### src/hw/rtl/lurs_pkg.sv
// Package: types and constants shared by the largest usable region selector.
`default_nettype none
package lurs_pkg;

	// Page size for base round-up; must be a power of two.
	localparam int unsigned PAGE_BYTES = 4096;
	localparam logic [32:0] PAGE_ADD  = 33'(PAGE_BYTES - 1);
	localparam logic [32:0] PAGE_MASK = ~PAGE_ADD;

	localparam logic [31:0] TOP_ADDR = 32'hFFFF_FFFF;

	// Register map (word index = paddr[3:2])
	localparam int unsigned PADDR_W = 4;
	localparam logic [1:0] REG_EXT_ATTR = 2'd0;
	localparam logic [1:0] REG_USABLE_TYPE = 2'd1;
	localparam logic [1:0] REG_LOWEST_USABLE = 2'd2;

	localparam logic [31:0] RST_USABLE_TYPE = 32'd1;
	localparam logic [31:0] RST_LOWEST_USABLE = 32'h0020_0000;

	// Input word: one memory map entry
	typedef struct packed {
		logic [63:0] base_address;
		logic [63:0] region_length;
		logic [31:0] region_type;
		logic [31:0] attribute_flags;
		logic        last_entry;
	} lurs_entry_t;

	// Output word: the chosen region
	typedef struct packed {
		logic        found;
		logic [31:0] best_base;
		logic [32:0] best_length;
		logic [31:0] best_flags;
	} lurs_result_t;

	// Configuration seen by the front
	typedef struct packed {
		logic        ext_attr_present;
		logic [31:0] usable_type;
		logic [31:0] lowest_usable;
	} lurs_cfg_t;

	// Classified entry passed from front to back
	typedef struct packed {
		logic        usable;
		logic [31:0] lo;
		logic [31:0] hi;
		logic [31:0] flags;
		logic        last;
	} lurs_cand_t;

endpackage
`default_nettype wire

### src/hw/rtl/largest_usable_region_select.sv
// Largest usable region selector: the APB registers, front, queue and back.
//
// Memory map entries arrive on entry/entry_valid/entry_stall, one word per
// cycle while not stalled. Each entry is filtered by type (and enable/volatile
// bits when extended attributes are on), rounded up to a page, clipped to
// lowest_usable..4 GiB-1, and the largest region is kept; a tie keeps the
// earlier one. When an entry with last_entry set has been processed, one word
// appears on result/result_valid/result_stall and the kept region is cleared.
// A result is registered after its last entry is accepted, passing the front
// register, then the queue, then the back into the output register.
// Throughput: one entry per cycle while not stalled; the front add/clip and the
// back subtract/compare are each combinational into a register.
// A stalled result holds in the output register; further non-last entries
// keep flowing, and entries back up through the two-entry queue only when a
// second last entry reaches the back before the first result is taken.
// Reset clears the kept region and all valids and loads the register
// defaults: ext_attr_present 0, usable_type 1, lowest_usable 0x200000.
// Registers lie at byte addresses 0, 4 and 8; pready is always high.
`default_nettype none
module largest_usable_region_select
	import lurs_pkg::*;
(
	input  wire logic               clk,
	input  wire logic               arst_n,
	input  wire logic               psel,
	input  wire logic               penable,
	input  wire logic               pwrite,
	input  wire logic [PADDR_W-1:0] paddr,
	input  wire logic [31:0]        pwdata,
	output logic [31:0]             prdata,
	output logic                    pready,
	input  wire logic               entry_valid,
	output logic                    entry_stall,
	input  wire lurs_entry_t        entry,
	output logic                    result_valid,
	input  wire logic               result_stall,
	output lurs_result_t            result
);

	logic        ext_attr_q;
	logic [31:0] usable_type_q;
	logic [31:0] lowest_usable_q;
	lurs_cfg_t   cfg;
	logic        wr_en;
	logic        push;
	lurs_cand_t  push_cand;
	logic        q_ready;
	logic        pop;
	logic        head_valid;
	lurs_cand_t  head;

	assign pready = 1'b1;
	assign wr_en = psel && penable && pwrite;

	// Configuration registers
	always_ff @(posedge clk or negedge arst_n) begin
		if (!arst_n) begin
			ext_attr_q <= 1'b0;
			usable_type_q <= RST_USABLE_TYPE;
			lowest_usable_q <= RST_LOWEST_USABLE;
		end else if (wr_en) begin
			case (paddr[3:2])
				REG_EXT_ATTR: ext_attr_q <= pwdata[0];
				REG_USABLE_TYPE: usable_type_q <= pwdata;
				REG_LOWEST_USABLE: lowest_usable_q <= pwdata;
				default: ;
			endcase
		end
	end

	// Register readback
	always_comb begin
		case (paddr[3:2])
			REG_EXT_ATTR: prdata = {31'd0, ext_attr_q};
			REG_USABLE_TYPE: prdata = usable_type_q;
			REG_LOWEST_USABLE: prdata = lowest_usable_q;
			default: prdata = 32'd0;
		endcase
	end

	assign cfg.ext_attr_present = ext_attr_q;
	assign cfg.usable_type = usable_type_q;
	assign cfg.lowest_usable = lowest_usable_q;

	lurs_front u_front (
		.clk         (clk),
		.arst_n      (arst_n),
		.cfg         (cfg),
		.entry_valid (entry_valid),
		.entry_stall (entry_stall),
		.entry       (entry),
		.push        (push),
		.push_cand   (push_cand),
		.q_ready     (q_ready)
	);

	lurs_queue u_queue (
		.clk        (clk),
		.arst_n     (arst_n),
		.push       (push),
		.push_cand  (push_cand),
		.ready      (q_ready),
		.pop        (pop),
		.head_valid (head_valid),
		.head       (head)
	);

	lurs_back u_back (
		.clk          (clk),
		.arst_n       (arst_n),
		.head_valid   (head_valid),
		.head         (head),
		.pop          (pop),
		.result_valid (result_valid),
		.result_stall (result_stall),
		.result       (result)
	);

endmodule
`default_nettype wire

### src/hw/rtl/lurs_front.sv
// Front: accepts entries, filters and clips them into candidate ranges.
`default_nettype none
module lurs_front
	import lurs_pkg::*;
(
	input  wire logic        clk,
	input  wire logic        arst_n,
	input  wire lurs_cfg_t   cfg,
	input  wire logic        entry_valid,
	output logic             entry_stall,
	input  wire lurs_entry_t entry,
	output logic             push,
	output lurs_cand_t       push_cand,
	input  wire logic        q_ready
);

	logic        s1_valid_q;
	lurs_cand_t  cand_s1;
	logic        advance;
	logic        type_ok;
	logic        attr_ok;
	logic        base_ok;
	logic [63:0] end_addr;
	logic [31:0] hi;
	logic [32:0] lo_pg;
	logic [32:0] lo;
	logic        nonempty;
	lurs_cand_t  cand;

	// Handshake: stage holds until the queue takes it
	assign push = s1_valid_q && q_ready;
	assign advance = !s1_valid_q || q_ready;
	assign entry_stall = !advance;
	assign push_cand = cand_s1;

	// Classify and clip
	always_comb begin
		type_ok = (entry.region_type == cfg.usable_type);
		attr_ok = !cfg.ext_attr_present ||
			(entry.attribute_flags[0] && !entry.attribute_flags[1]);
		base_ok = (entry.base_address[63:32] == 32'd0);
		end_addr = entry.base_address + entry.region_length - 64'd1;
		hi = (end_addr[63:32] != 32'd0) ? TOP_ADDR : end_addr[31:0];
		lo_pg = ({1'b0, entry.base_address[31:0]} + PAGE_ADD) & PAGE_MASK;
		lo = (lo_pg < {1'b0, cfg.lowest_usable}) ? {1'b0, cfg.lowest_usable} : lo_pg;
		nonempty = (lo <= {1'b0, hi});
		cand.usable = type_ok && attr_ok && base_ok && nonempty;
		cand.lo = lo[31:0];
		cand.hi = hi;
		cand.flags = entry.attribute_flags;
		cand.last = entry.last_entry;
	end

	always_ff @(posedge clk or negedge arst_n) begin
		if (!arst_n) begin
			s1_valid_q <= 1'b0;
		end else if (advance) begin
			s1_valid_q <= entry_valid;
		end
	end

	always_ff @(posedge clk) begin
		if (advance && entry_valid) begin
			cand_s1 <= cand;
		end
	end

endmodule
`default_nettype wire

### src/hw/rtl/lurs_queue.sv
// Two-entry queue decoupling the front from the back.
`default_nettype none
module lurs_queue
	import lurs_pkg::*;
(
	input  wire logic       clk,
	input  wire logic       arst_n,
	input  wire logic       push,
	input  wire lurs_cand_t push_cand,
	output logic            ready,
	input  wire logic       pop,
	output logic            head_valid,
	output lurs_cand_t      head
);

	lurs_cand_t mem_q [2];
	logic       wr_ptr_q;
	logic       rd_ptr_q;
	logic [1:0] count_q;

	assign ready = (count_q != 2'd2);
	assign head_valid = (count_q != 2'd0);
	assign head = mem_q[rd_ptr_q];

	// Pointers and fill count
	always_ff @(posedge clk or negedge arst_n) begin
		if (!arst_n) begin
			wr_ptr_q <= 1'b0;
			rd_ptr_q <= 1'b0;
			count_q <= 2'd0;
		end else begin
			if (push) begin
				wr_ptr_q <= !wr_ptr_q;
			end
			if (pop) begin
				rd_ptr_q <= !rd_ptr_q;
			end
			if (push && !pop) begin
				count_q <= count_q + 2'd1;
			end else if (pop && !push) begin
				count_q <= count_q - 2'd1;
			end
		end
	end

	always_ff @(posedge clk) begin
		if (push) begin
			mem_q[wr_ptr_q] <= push_cand;
		end
	end

endmodule
`default_nettype wire

### src/hw/rtl/lurs_back.sv
// Back: sizes candidates, keeps the largest, emits the winner on the last entry.
`default_nettype none
module lurs_back
	import lurs_pkg::*;
(
	input  wire logic       clk,
	input  wire logic       arst_n,
	input  wire logic       head_valid,
	input  wire lurs_cand_t head,
	output logic            pop,
	output logic            result_valid,
	input  wire logic       result_stall,
	output lurs_result_t    result
);

	logic [31:0]  kept_base_q;
	logic [32:0]  kept_length_q;
	logic [31:0]  kept_flags_q;
	logic         out_valid_q;
	lurs_result_t out_q;
	logic [32:0]  size;
	logic         better;
	logic [31:0]  nxt_base;
	logic [32:0]  nxt_length;
	logic [31:0]  nxt_flags;

	// A last entry waits for a free output register
	assign pop = head_valid && (!head.last || !out_valid_q || !result_stall);
	assign result_valid = out_valid_q;
	assign result = out_q;

	// Size and strict-greater compare
	always_comb begin
		size = {1'b0, head.hi} - {1'b0, head.lo} + 33'd1;
		better = head.usable && (size > kept_length_q);
		nxt_base = better ? head.lo : kept_base_q;
		nxt_length = better ? size : kept_length_q;
		nxt_flags = better ? head.flags : kept_flags_q;
	end

	// Kept region and output valid
	always_ff @(posedge clk or negedge arst_n) begin
		if (!arst_n) begin
			kept_base_q <= 32'd0;
			kept_length_q <= 33'd0;
			kept_flags_q <= 32'd0;
			out_valid_q <= 1'b0;
		end else begin
			if (pop) begin
				if (head.last) begin
					kept_base_q <= 32'd0;
					kept_length_q <= 33'd0;
					kept_flags_q <= 32'd0;
				end else begin
					kept_base_q <= nxt_base;
					kept_length_q <= nxt_length;
					kept_flags_q <= nxt_flags;
				end
			end
			if (pop && head.last) begin
				out_valid_q <= 1'b1;
			end else if (!result_stall) begin
				out_valid_q <= 1'b0;
			end
		end
	end

	// Output word
	always_ff @(posedge clk) begin
		if (pop && head.last) begin
			out_q.found <= (nxt_length != 33'd0);
			out_q.best_base <= nxt_base;
			out_q.best_length <= nxt_length;
			out_q.best_flags <= nxt_flags;
		end
	end

endmodule
`default_nettype wire
### config.mk
export PLATFORM = sky130hd
export DESIGN_NAME = largest_usable_region_select
export DESIGN_NICKNAME = d
export VERILOG_FILES = /design/src/hw/rtl/lurs_pkg.sv /design/src/hw/rtl/largest_usable_region_select.sv /design/src/hw/rtl/lurs_front.sv /design/src/hw/rtl/lurs_queue.sv /design/src/hw/rtl/lurs_back.sv
export SDC_FILE = /design/constraint.sdc
export NUM_CORES = 1
export LEC_CHECK = 0
export BUFFER_PORTS_ARGS = -buffer_cell sky130_fd_sc_hd__buf_2
export CAP_MARGIN = 5
export CORE_ASPECT_RATIO = 0.75
export CORE_MARGIN = 8
export CORE_UTILIZATION = 40
export DETAILED_ROUTE_END_ITERATION = 16
export GPL_ROUTABILITY_DRIVEN = 1
export GPL_TIMING_DRIVEN = 0
export PLACE_DENSITY_LB_ADDON = 0.3
export SETUP_SLACK_MARGIN = 0.2
export SLEW_MARGIN = 5
export SYNTH_ARGS = -nofsm -noshare
export SYNTH_HDL_FRONTEND = slang
export SYNTH_SLANG_ARGS = --single-unit
export TNS_END_PERCENT = 1
### constraint.sdc
create_clock -name clk -period 6.6 [get_ports clk]
set_clock_uncertainty 0.1 [all_clocks]
set_input_delay 0.99 -clock clk [delete_from_list [all_inputs] [get_ports clk]]
set_output_delay 0.99 -clock clk [all_outputs]
set_load 0.01 [all_outputs]
==> results of run 1 <==
==> power by group <==
part	switching [µW]	internal, µW
registers	407	5360
clock network	1350	1700
logic	8250	5070
==> sequential cells by signal, summed over array words and instances, names as in the netlist <==
signal	count
u_back.kept_base_q	32
u_queue.mem_q	196
u_back.result_valid	1
u_back.kept_flags_q	32
u_queue.wr_ptr_q	1
u_front.push_cand	98
ext_attr_q	1
u_back.kept_length_q	33
usable_type_q	32
u_front.s1_valid_q	1
u_queue.rd_ptr_q	1
u_queue.count_q	2
lowest_usable_q	32
u_back.result	98
==> repair_timing <==
action / CTS / global route
pin swaps: 57 / 47
resized for setup: 216 / 114
setup endpoints to repair: 196 / 173
cloned: 2 / 0
setup buffers: 54 / 12
==> per-stage QoR <==
step                      total power (µW)  cells  TNS, ps
after CTS                            21700   4562        0
after global routing                 23600   4575    -4580
after global placement               17000   4401  -814390
final                                22100   4578    -88.0
after detailed placement             17100   4411  -393240
after floorplan                      13200   2978        0
==> metal layers <==
layer	wire [µm]	share of wire, %	vias up	track usage [%]
met1	47000	47	12112	31.8
met5	13	0.013	-	0
met4	2370	2.4	2	5.06
met3	8770	8.8	139	5.46
met2	41300	42	952	31.5
li1	-	-	11792	-
==> cell usage in the layout (no fill, tap or decap), types with 10 or more instances in the layout <==
master / count
ha_1: 251
a211oi_1: 15
nand4_1: 61
and3_1: 15
edfxtp_1: 392
nor3_1: 52
nand3_1: 33
clkbuf_16: 57
clkbuf_2: 13
clkbuf_1: 65
o21ai_0: 186
dfrtp_1: 166
xor2_1: 34
ha_2: 11
o21ai_2: 10
nand2b_1: 13
buf_2: 379
nor2b_1: 13
a22o_1: 125
clkinv_2: 10
a21oi_1: 122
xnor2_1: 88
a21o_1: 52
ha_4: 12
nor2_2: 10
mux2_2: 90
a21oi_2: 18
clkbuf_8: 15
o21a_1: 11
o21ai_1: 23
nor4_1: 24
nor2_1: 102
o21bai_1: 13
or3_1: 39
nand2_1: 231
mux2i_1: 59
inv_1: 366
buf_4: 70
==> logic make-up after synthesis <==
kind of cell | Yosys count
simple gates | 663
flops | 560
xor+xnor | 131
compound gates | 686
fa+ha+maj | 276
buf+inv | 492
other cells | 1
mux | 169
==> path summary, 6_finish.rpt <==
kind,from,endpoint,slack (ps),cells past startpoint
setup reg to reg,u_queue.rd_ptr_q,u_back.result[97],70,29
setup / recovery,entry[149],u_front.push_cand[97],-90,31
hold / removal,arst_n,u_back.kept_flags_q[4],290,1
max in group asynchronous,arst_n,u_back.kept_base_q[5],5120,2
hold reg to reg,u_front.push_cand[0],u_queue.mem_q[1][0],330,0
min in group clk,u_front.push_cand[0],u_queue.mem_q[1][0],330,0
==> layout make-up <==
cell class / count / share of cell area (%)
clock buffer: 63 / 3.53
buffer: 122 / 2.10
clock inverter: 32 / 0.825
multi-input combinational: 1926 / 39.1
antenna: 4 / 0.0256
sequential: 560 / 40.8
tap: 1058 / 3.38
timing repair buffer: 443 / 6.69
inverter: 370 / 3.55
==> flow_summary.toml, run 1 <==
[synth]
synthSimpleGateAreaFrac_pct = 10.0
synth_area_per_cell_um2 = 10.8
synth_cells = 2978
async_flop_share_pct = 30.0
synthFlopType = "edfxtp_1"
ys_warn_count = 0
synth_seq_cells = 560
synthXorXnorAreaFrac_pct = 3.58
synth_commonest_cells = "392 x edfxtp_1, 370 x inv_1, 274 x ha_1, 233 x nand2_1, 216 x o21ai_0"
synth_cell_type_count = 84
synthMuxAreaShare_pct = 5.65
yosysSeqAreaShare_pct = 49.8
synth_compound_area_share_pct = 14.2
synth_nets = 3490
yosysTopAreaCell = "edfxtp_1"
netlist.area_leader.share_pct = 36.7
syn-cell-area_um2 = 32100
synthAdderAreaFrac_pct = 10.8
synth_edf_count = 392
synth_top_family_by_area = "compound AO/OA/AOI/OAI gates"
synthTopCellsByArea = "edfxtp_1 37%, dfrtp_1 13%, ha_1 11%"
synth_most_common_cell = "edfxtp_1"

[placement]
dpl.hpwl_um = 77500
place_ws_ps = -2600
placed_area_um2 = 35600
place.gp.congestion = 0.951
port_buffers = 365

[setup_path]
start_kind = "input pin"
worstPathRequired_ps = 6900
cp-end-kind = "register"
critPathMaxStageDelay_ps = 490
crit_buf_inv = 6
critPathKind = "in2reg"
path_max_fanout = 10
cpLargestDelayFamily = "compound AO/OA/AOI/OAI gates"
cp.arrival_ps = 6990
path_common_cell = "a21o_1"
crit_slowest_cell = "or4_4"

[clock_network]
cts_sinks = 560
clock_latency_ps = 600
cts_tree = "done"
ctsHoldBuffers = 0
htree_levels = 2
cts_buffers = 51
clkTransAtPathRegs_ps = 60
clock_path_buffers = 3
cts_root_buffer = "clkbuf_16"

[floorplan]
die_h_um = 261
initial_core_util_pct = 40.1
rows = 90
io_pins = 369
die_area_um2 = 89600
die_w_um = 343
core_um2 = 80000

[outcome]
violations = "negative setup slack"
outcome = "complete, but fails checks"

[timing]
worst_pin_slew_ps = 908
maxSlewHeadroom_pct = 37.9
hold_viol = 0
fmaxAchievable_mhz = 150
post-route-period-util_pct = 101
slew_viol_final = 0
fin_crit_ps = 6690
hold_ws_ps = 287
setup_viol = 1
setup_ws_ps = -88.0
rsz0062_at_grt = "yes"

[detailed_routing]
drc = 0
ant_nets = 0
drt-total-wl_um = 99400
drt_pre_antenna_iters = 6
viasPerCell = 5.46
num_vias = 24997
wl_per_cell_um = 21.7
dr.first_iter.drc_count = 2318

[job]
drv_cap = 0

[final_layout]
area_delta_synth_final_pct = 22.0
fillerInstances = 7355
drive_above_1_share_pct = 24.6
seq_area_um2 = 16000
design_area_um2 = 39100
utilization_pct = 49.0
multiInputGateArea_um2 = 15300
final_nets = 3986

[global_routing]
overflow = 0
grt_pass1_vias = 24563
grt_max_degree = 99
antenna_found_initial = 9
grt_pass1_wl_um = 149000
groute.usage.overall_pct = 21.5

[power]
ir_drop_mv = 0.565
pwr_density_cell_nw_per_um2 = 566
p_leak_uw = 0.0166

[worst_hold_path]
hp-class = "in2async"
No activity file was read; power rests on OpenSTA's default activity.
==> run 2: changes to the inputs <==
--- a/config.mk
+++ b/config.mk
@@ -13,8 +13,9 @@
 export DETAILED_ROUTE_END_ITERATION = 16
 export GPL_ROUTABILITY_DRIVEN = 1
 export GPL_TIMING_DRIVEN = 0
-export PLACE_DENSITY_LB_ADDON = 0.3
+export PLACE_DENSITY = 0.67
 export SETUP_SLACK_MARGIN = 0.2
+export SKIP_CTS_REPAIR_TIMING = 1
 export SLEW_MARGIN = 5
 export SYNTH_ARGS = -nofsm -noshare
 export SYNTH_HDL_FRONTEND = slang
==> flow_summary.toml, run 2 (synthesis results as in run 1) <==
[setup_path]
start_kind = "register"
worstPathRequired_ps = 6770
r2r-end = "u_back.result[88]"
r2r_slack_ps = -240
cp.arrival_ps = 7010
r2r_cells = 27
cp-end-kind = "register"
rr_startpoint = "u_queue.rd_ptr_q"
path_max_fanout = 10
critPathKind = "reg2reg"

[worst_hold_path]
min_from = "u_front.push_cand[14]"
min_to = "u_queue.mem_q[1][14]"
hold_path_depth = 0
hp-class = "reg2reg"

[detailed_routing]
drt-total-wl_um = 97100
drt_pre_antenna_iters = 5
dr.first_iter.drc_count = 2225
viasPerCell = 5.49
ant_nets = 0
wl_per_cell_um = 21.3
drc = 0
num_vias = 25108

[floorplan]
rows = 90
die_h_um = 261
die_area_um2 = 89600
die_w_um = 343
core_um2 = 80000
initial_core_util_pct = 40.1
io_pins = 369

[clock_network]
clock_path_buffers = 3
cts_buffers = 49
htree_levels = 2
cts_tree = "done"
clock_latency_ps = 610
clkTransAtPathRegs_ps = 80
cts_root_buffer = "clkbuf_16"
cts_sinks = 560

[final_layout]
final_nets = 3977
regMostFlops = "u_queue.mem_q"
area_delta_synth_final_pct = 21.1
utilization_pct = 48.6
layout_commonest_cell = "edfxtp_1"
final_cells = 4570
largest_reg_flops = 196
layout_common_cells = "392 x edfxtp_1, 382 x buf_2, 365 x inv_1, 249 x ha_1, 231 x nand2_1"
drive_above_1_share_pct = 23.6
design_area_um2 = 38800

[timing]
setup_viol = 12
worst_pin_slew_ps = 1270
slew_viol_final = 0
hold_viol = 0
setup_ws_ps = -238
maxSlewHeadroom_pct = 15.1
fin_crit_ps = 6840
hold_ws_ps = 333
post-route-period-util_pct = 104
rsz0062_at_grt = "yes"
fmaxAchievable_mhz = 146

[power]
p_leak_uw = 0.0164
pwr_density_cell_nw_per_um2 = 570
ir_drop_mv = 0.463

[outcome]
violations = "negative setup slack"
outcome = "complete, but fails checks"

[placement]
dpl.hpwl_um = 74800
place_ws_ps = -2590
place.gp.congestion = 0.949
port_buffers = 365
placed_area_um2 = 35600
dp.cells = 4410

[global_routing]
antenna_found_initial = 11
groute.usage.overall_pct = 20.5
grt_max_degree = 91
grt_pass1_vias = 23619
grt_pass1_wl_um = 143000
overflow = 0

[job]
drv_cap = 0
-- run 2: metrics by stage --
stage               TNS, ps  total power, µW
floorplan                 0            13200
CTS                 -412820            20100
global placement    -778000            16900
global route         -11730            23500
finish                -1340            22100
detailed placement  -389070            17000
-- run 2: final cells by class --
cell class / instances / area (µm²)
Timing Repair Buffer: 436 / 2560
Buffer: 122 / 733
Sequential cell: 560 / 16000
Tap cell: 1058 / 1320
Clock inverter: 24 / 264
Clock buffer: 67 / 1400
Inverter: 370 / 1390
Antenna cell: 7 / 17.5
Fill cell: 7279 / 41100
Multi-Input combinational cell: 1926 / 15200
-- run 2: power breakdown --
part,switching [µW],total (µW),leakage [µW],internal [µW]
clock network,1330,3010,0.000816,1680
registers,421,5780,0.00568,5360
logic,8250,13400,0.00993,5110
-- run 2: critical path, stage by stage, from the launching register on --
cell,delay [ps]
dfrtp_1,400
buf_12,160
buf_12,160
buf_12,140
mux2_4,300
ha_1,280
ha_2,340
nand3_1,140
o211ai_1,150
buf_4,210
a311oi_4,340
nor3_4,100
o31ai_4,350
o21bai_1,120
a21oi_1,160
xor2_1,230
inv_1,110
ha_4,270
nand4_1,160
o21ai_2,170
o22ai_2,130
a221oi_2,330
buf_4,170
o21ai_4,70
buf_6,160
buf_4,150
clkbuf_1,260
o21ai_0,800
-- run 2: worst max-delay path by stage --
stage                                 from                    end  slack [ps]  cells after the start
after CTS                 u_queue.rd_ptr_q      u_back.result[97]       -2710                     30
final                     u_queue.rd_ptr_q      u_back.result[88]        -240                     27
after floorplan                 entry[137]  u_front.push_cand[97]         160                     34
after detailed placement  u_queue.rd_ptr_q      u_back.result[97]       -2590                     30
after global placement    u_queue.rd_ptr_q      u_back.result[97]       -2560                     30
after global routing      u_queue.rd_ptr_q      u_back.result[97]        -480                     29
-- run 2: per-layer routing --
layer	up-vias	track usage, %	part of all wire, %
li1	11770	-	-
met1	12159	30.4	46
met2	1070	30.1	43
met3	105	4.96	9.2
met4	4	4.47	1.9
met5	-	0	0.030
